<file path="src/tcfhi_pkg.sv">
package tcfhi_pkg;

    // Chunk geometry
    localparam int CELL_SIZE_Q8   = 1067;
    localparam int CELLS_PER_SIDE = 8;
    localparam int ROW_STRIDE     = 2 * CELLS_PER_SIDE + 1;
    localparam int CENTRE_OFFSET  = CELLS_PER_SIDE + 1;
    localparam int LAT_DEPTH      = (CELLS_PER_SIDE + 1) * (CELLS_PER_SIDE + 1)
                                    + CELLS_PER_SIDE * CELLS_PER_SIDE;

    // Widths
    localparam int ADDR_W = $clog2(LAT_DEPTH);
    localparam int CELL_W = $clog2(CELLS_PER_SIDE);
    localparam int H_W    = 32;
    localparam int POS_W  = 16;
    localparam int REM_W  = $clog2(CELL_SIZE_Q8 + 1);   // holds 0..C
    localparam int WGT_W  = REM_W + 1;                  // holds 0..2C
    localparam int SUM_W  = H_W + REM_W + 1;            // signed weighted sum
    localparam int MAG_W  = H_W + REM_W;                // |sum|

    // Opcodes (tuser)
    localparam logic OP_LOAD  = 1'b0;
    localparam logic OP_QUERY = 1'b1;

    typedef enum logic [1:0] {
        TRI_NORTH,
        TRI_WEST,
        TRI_EAST,
        TRI_SOUTH
    } tri_t;

    typedef struct packed {
        logic             neg;
        logic [MAG_W-1:0] mag;
    } div_req_t;

    typedef struct packed {
        logic           neg;
        logic [H_W-1:0] quo;
    } div_resp_t;

endpackage

</file>
<file path="src/tcfhi_div.sv">
// Divide by CELL_SIZE_Q8 as a multiply by its rounded-up reciprocal, built from
// four narrow partial products. Three stages: products, cross sum, final add.
module tcfhi_div
    import tcfhi_pkg::*;
(
    input  logic      clk,
    input  logic      rst_n,
    input  logic      in_valid,
    output logic      in_ready,
    input  div_req_t  in_req,
    output logic      out_valid,
    input  logic      out_ready,
    output div_resp_t out_resp
);

    localparam int STAGES  = 3;
    // floor(n * RECIP / 2^REC_K) == floor(n / C) for every n below 2^MAG_W
    localparam int REC_K   = MAG_W + REM_W;
    localparam int REC_W   = MAG_W + 2;
    localparam int HALF    = (MAG_W + 1) / 2;
    localparam int NH_W    = MAG_W - HALF;
    localparam int RH_W    = REC_W - HALF;
    localparam int LL_W    = 2 * HALF;
    localparam int LH_W    = HALF + RH_W;
    localparam int HL_W    = NH_W + HALF;
    localparam int HH_W    = NH_W + RH_W;
    localparam int CROSS_W = LH_W + 1;
    localparam int PROD_W  = MAG_W + REC_W;

    localparam logic [REC_W-1:0] RECIP =
        REC_W'(((64'd1 << REC_K) + 64'(CELL_SIZE_Q8) - 64'd1) / 64'(CELL_SIZE_Q8));
    localparam logic [HALF-1:0]  REC_LO = RECIP[HALF-1:0];
    localparam logic [RH_W-1:0]  REC_HI = RECIP[REC_W-1:HALF];

    logic [STAGES-1:0]  vld_reg;
    logic [STAGES-1:0]  vld_next;
    logic [STAGES-1:0]  rdy;
    logic               neg_reg [STAGES];

    logic [HALF-1:0]    mag_lo;
    logic [NH_W-1:0]    mag_hi;
    logic [LL_W-1:0]    ll_reg;
    logic [LH_W-1:0]    lh_reg;
    logic [HL_W-1:0]    hl_reg;
    logic [HH_W-1:0]    hh_reg;
    logic [PROD_W-1:0]  outer_reg;   // {hi*hi, lo*lo}
    logic [CROSS_W-1:0] cross_reg;
    logic [PROD_W-1:0]  full_prod;
    logic [H_W-1:0]     quo_reg;

    assign mag_lo    = in_req.mag[HALF-1:0];
    assign mag_hi    = in_req.mag[MAG_W-1:HALF];
    assign full_prod = outer_reg + (PROD_W'(cross_reg) << HALF);

    always_comb
    begin
        rdy[STAGES-1] = !vld_reg[STAGES-1] || out_ready;
        for (int k = STAGES - 2; k >= 0; k--)
        begin
            rdy[k] = !vld_reg[k] || rdy[k+1];
        end
        vld_next[0] = rdy[0] ? in_valid : vld_reg[0];
        for (int k = 1; k < STAGES; k++)
        begin
            vld_next[k] = rdy[k] ? vld_reg[k-1] : vld_reg[k];
        end
    end

    always_ff @(posedge clk or negedge rst_n)
    begin
        if (!rst_n)
        begin
            vld_reg <= '0;
        end
        else
        begin
            vld_reg <= vld_next;
        end
    end

    always_ff @(posedge clk)
    begin
        if (rdy[0])
        begin
            ll_reg     <= LL_W'(mag_lo * REC_LO);
            lh_reg     <= LH_W'(mag_lo * REC_HI);
            hl_reg     <= HL_W'(mag_hi * REC_LO);
            hh_reg     <= HH_W'(mag_hi * REC_HI);
            neg_reg[0] <= in_req.neg;
        end
        if (rdy[1])
        begin
            outer_reg  <= {hh_reg, ll_reg};
            cross_reg  <= CROSS_W'(lh_reg) + CROSS_W'(hl_reg);
            neg_reg[1] <= neg_reg[0];
        end
        if (rdy[2])
        begin
            quo_reg    <= full_prod[REC_K +: H_W];
            neg_reg[2] <= neg_reg[1];
        end
    end

    assign in_ready  = rdy[0];
    assign out_valid = vld_reg[STAGES-1];
    assign out_resp  = '{neg: neg_reg[STAGES-1], quo: quo_reg};

endmodule

</file>
<file path="config.mk">
export PLATFORM = sky130hd
export DESIGN_NAME = tcfhi_div
export DESIGN_NICKNAME = d
export VERILOG_FILES = /design/src/tcfhi_pkg.sv /design/src/tcfhi_div.sv
export SDC_FILE = /design/constraint.sdc
export NUM_CORES = 2
export LEC_CHECK = 0
export BUFFER_PORTS_ARGS = -buffer_cell sky130_fd_sc_hd__buf_2
export CORE_AREA = 4 4 426 428
export CTS_CLUSTER_DIAMETER = 120
export DETAILED_ROUTE_END_ITERATION = 6
export DIE_AREA = 0 0 430 432
export PLACE_DENSITY = 0.49
export SYNTH_ARGS = -nofsm -noshare
export SYNTH_HDL_FRONTEND = slang
export SYNTH_SLANG_ARGS = --single-unit
export TNS_END_PERCENT = 10
</file>
<file path="constraint.sdc">
create_clock -name clk -period 11.31 [get_ports clk]
set_input_delay 1.6965 -clock clk [delete_from_list [all_inputs] [get_ports clk]]
set_output_delay 1.6965 -clock clk [all_outputs]
set_load 0.01 [all_outputs]
</file>
==> summary.md <==
| Metric | Value |
|---|---|
| CP Max Fanout | `7` |
| Clock Skew | `roughly 0.022 ns` |
| Synth top area share | `0.316` |
| Endpoints failing hold | `0` |
| Warnings, synthesis | `0` |
| First-pass GRT wire length | `roughly 210 mm` |
| Ys async rst share | `0.0101` |
| First DRT Iteration DRCs | `2111` |
| WP buf/inv | `7` |
| Synth cell count leaders | `inv_1, ha_1, fa_1` |
| EDFF count, synth | `294` |
| Total CTS buffers | `36` |
| Vias per std cell | `between 4 and 5` |
| # setup viols final | `0` |
| Fin crit share | `0.752` |
| Post CTS Setup Buffer Count | `0` |
| Num rows | `approximately 160` |
| CTS max path bufs | `3` |
| Worst-margin pin slew | `about 1.0 ns` |
| Max incr delay on CP | `0.58 ns` |
| Critical path class | `input pin to register` |
| Via count of the routed design | `about 31000` |
| Die Height | `~430 um` |
| Register bit total from synthesis | `about 300` |
| XOR/XNOR Fraction of Synth Area | `0.0409` |
| Overflow after GRT | `0` |
| Initial antenna violation count | `12` |
| Post-synthesis mux area share | `0.000839` |
| Share of post-route cells with drive strength above 1 | `0.0381` |
| DP HPWL | `about 120 mm` |
| Synth top area cells | `fa_1, ha_1, edfxtp_1` |
| Met3 GRT Util | `0.0166` |
| Yosys top cell by area | `fa_1` |
| I/O pin count | `a little over 80` |
| Later-pin clock latency in the skew report | `around 0.58 ns` |
| GRT Util Overall | `0.147` |
| CTS tree | `built` |
| Core Box Area | `approximately 180000 um^2` |
| Synth cell types | `82` |
| CTS Root Cell | `clkbuf_16` |
| Cell area after synthesis | `47700 um^2` |
| Most frequent cell after synthesis | `inv_1` |
| Critical path cell sequence | `buf_2 -> inv_1 -> fa_1 -> inv_1 -> fa_1 -> inv_1 -> fa_1 -> fa_1 -> inv_1 -> ha_1 -> fa_1 -> inv_1 -> fa_1 -> inv_1 -> ha_1 -> nand4_1 -> a211oi_1 -> a221oi_2 -> o31ai_2 -> a221o_1 -> o2111ai_2 -> nand2_1 -> nor3b_1 -> a311o_1` |
| Status | `finished, final reports clean` |
| Largest family of logic cells by synthesized area | `adder cells` |
| Final Max Slew Viols | `0` |
| Largest net degree at the start of global routing | `between 70 and 80` |
| Nets | `6150` |
| FF+latch area | `8900 um^2` |
| CP Launch Type | `input pin` |
| Post-CTS sizing | `0` |
| Post-synthesis compound-gate area fraction | `0.0941` |
| Syn Inst Count | `approximately 4400` |
| Final GP Congestion | `about 0.9` |
| Ys flop type | `edfxtp_1` |
| Worst hold path type | `register to register` |
| Worst path top cell family by delay | `adder cells` |
| End of the worst register-to-register path | `cross_reg[41]` |
| R2R depth | `10` |
| GR Util met2 | `0.244` |
| Grt met1 use | `0.210` |
| Die area | `approximately 190000 um^2` |
| # H-tree levels | `2` |
| Setup TNS | `0 ns` |
| WL final | `about 130 mm` |
| Multi-input logic area | `around 35000 um^2` |
| Arr. time, crit path | `8.83 ns` |
| Reg2reg start | `hl_reg[8]` |
| Slew headroom | `0.309` |
| Clk pin slew, worst setup/hold paths | `0.06 ns` |
| Residual DRC count | `0` |
| Fillers | `18380` |
| Hold Startpoint | `hh_reg[10]` |
| GR peak layer | `met2` |
| Pre-antenna DRT Iters | `5` |
| WHS Endpoint | `outer_reg[54]` |
| Adder-cell share of the synthesized area | `0.535` |
| Max FFs per register | `between 60 and 70` |
| Area Overhead vs Synth | `9.46%` |
| Reg2Reg Setup Slack | `~7.1 ns` |
| Vias in the first global route | `between 30000 and 40000` |
| Seq/Total Area, Yosys | `0.187` |
| Avg Cell Area, Syn | `between 10 and 15 um^2` |
| Die Wd | `around 430 um` |
| Hold Buf Count CTS | `0` |
| Max-cap violations | `0` |
| Slowest cell on crit path | `fa_1` |
| Routed len/inst | `between 15 and 20 um` |
| Syn_nets | `between 6000 and 7000` |
| CP required | `11.63 ns` |
| CTS Sinks | `just under 300` |
| Buffers added on ports | `82` |
| Fmax | `about 0.12 GHz` |
| Crit. End Element | `register` |
| Post-Synth Simple-Gate Area | `0.0550` |
| RSZ-0062 raised after global routing | `no` |
| Initial Util | `0.268` |
| Hold path depth | `0` |
| Antenna viol nets, final | `0` |
| Final worst path period need | `about 8.5 ns` |
[cell type report]
| class | instances | area share |
|---|---|---|
| multi-input cells | 3030 | 0.664 |
| inverters | 1059 | 0.0761 |
| diodes | 1 | 0.0000479 |
| flip-flops and latches | 297 | 0.170 |
| well taps | 2355 | 0.0564 |
| clock inverters | 22 | 0.00647 |
| repair buffers | 88 | 0.00872 |
| clock buffers | 42 | 0.0183 |
[cells in the final DEF, fill, tap and decap left out, drive strengths merged, types with 27 or more instances in the layout]
| cell | synthesis | final |
|---|---|---|
| inv | 1059 | 1062 |
| ha | 837 | 837 |
| fa | 753 | 753 |
| edfxtp | 294 | 294 |
| a21oi | 219 | 219 |
| xnor2 | 144 | 144 |
| nor2 | 134 | 134 |
| a21o | 126 | 126 |
| nand2 | 126 | 126 |
| o21ai | 103 | 103 |
| buf | 2 | 88 |
| xor2 | 79 | 79 |
| nand3 | 48 | 48 |
| nand4 | 43 | 43 |
| clkbuf | 44 | 42 |
| o21bai | 36 | 36 |
| nor3 | 35 | 35 |
| a31oi | 29 | 29 |
| nor2b | 27 | 27 |
[worst register-to-register path, cell delays in order, from the launching register on]
cell and delay, ns:
edfxtp_1 0.40, ha_1 0.37, a21o_1 0.18, a21o_1 0.17, a211oi_1 0.36, o21ai_1 0.33, o41ai_1 0.93, o211ai_1 0.38
a31oi_1 0.24, a211oi_1 0.09, xor2_1 0.51
[how the worst max path moves through the flow]
stage / startpoint / end / slack, ns / depth (start not counted)
3_5_place_dp: in_req[29] / hh_reg[39] / 2.29 / 26
6_report: in_req[29] / hl_reg[39] / 2.80 / 24
2_1_floorplan: in_req[37] / hl_reg[42] / 3.26 / 21
4_1_cts: in_req[29] / hh_reg[39] / 2.92 / 26
5_1_grt: in_req[29] / hh_reg[39] / 2.43 / 26
3_3_place_gp: in_req[29] / hh_reg[39] / 2.37 / 26
[kinds of logic (layout without fill, tap and decap cells)]
family,Yosys count,in the layout
adder cells (fa/ha/maj),1590,1590
buffers and inverters,1105,1211
AO/OA/AOI/OAI,687,687
AND/OR/NAND/NOR,526,526
flip-flops,297,297
XOR/XNOR,223,223
multiplexers,4,4
other,0,1
[per-layer routing]
metal / wire length [um] / vias to the layer above
met5: 0 / -
met4: 2010 / 0
met3: 5390 / 107
met2: 62800 / 566
met1: 64200 / 15823
li1: - / 14794
[stage by stage]
step / instance area (um^2) / hold slack, ns / utilization / worst slack (ns) / cells
2_1_floorplan: 47700 / 0.400 / - / 3.26 / 4432
3_3_place_gp: 50900 / 0.401 / 0.286 / 2.37 / 6829
3_5_place_dp: 50900 / 0.405 / 0.286 / 2.29 / 6829
4_1_cts: 52200 / 0.417 / 0.294 / 2.92 / 6893
5_1_grt: 52200 / 0.421 / 0.294 / 2.43 / 6894
6_report: 52200 / 0.416 / 0.294 / 2.80 / 6894
Power is not shown: default switching activity piles up to over one toggle a cycle in this logic, so the estimate is an artifact.
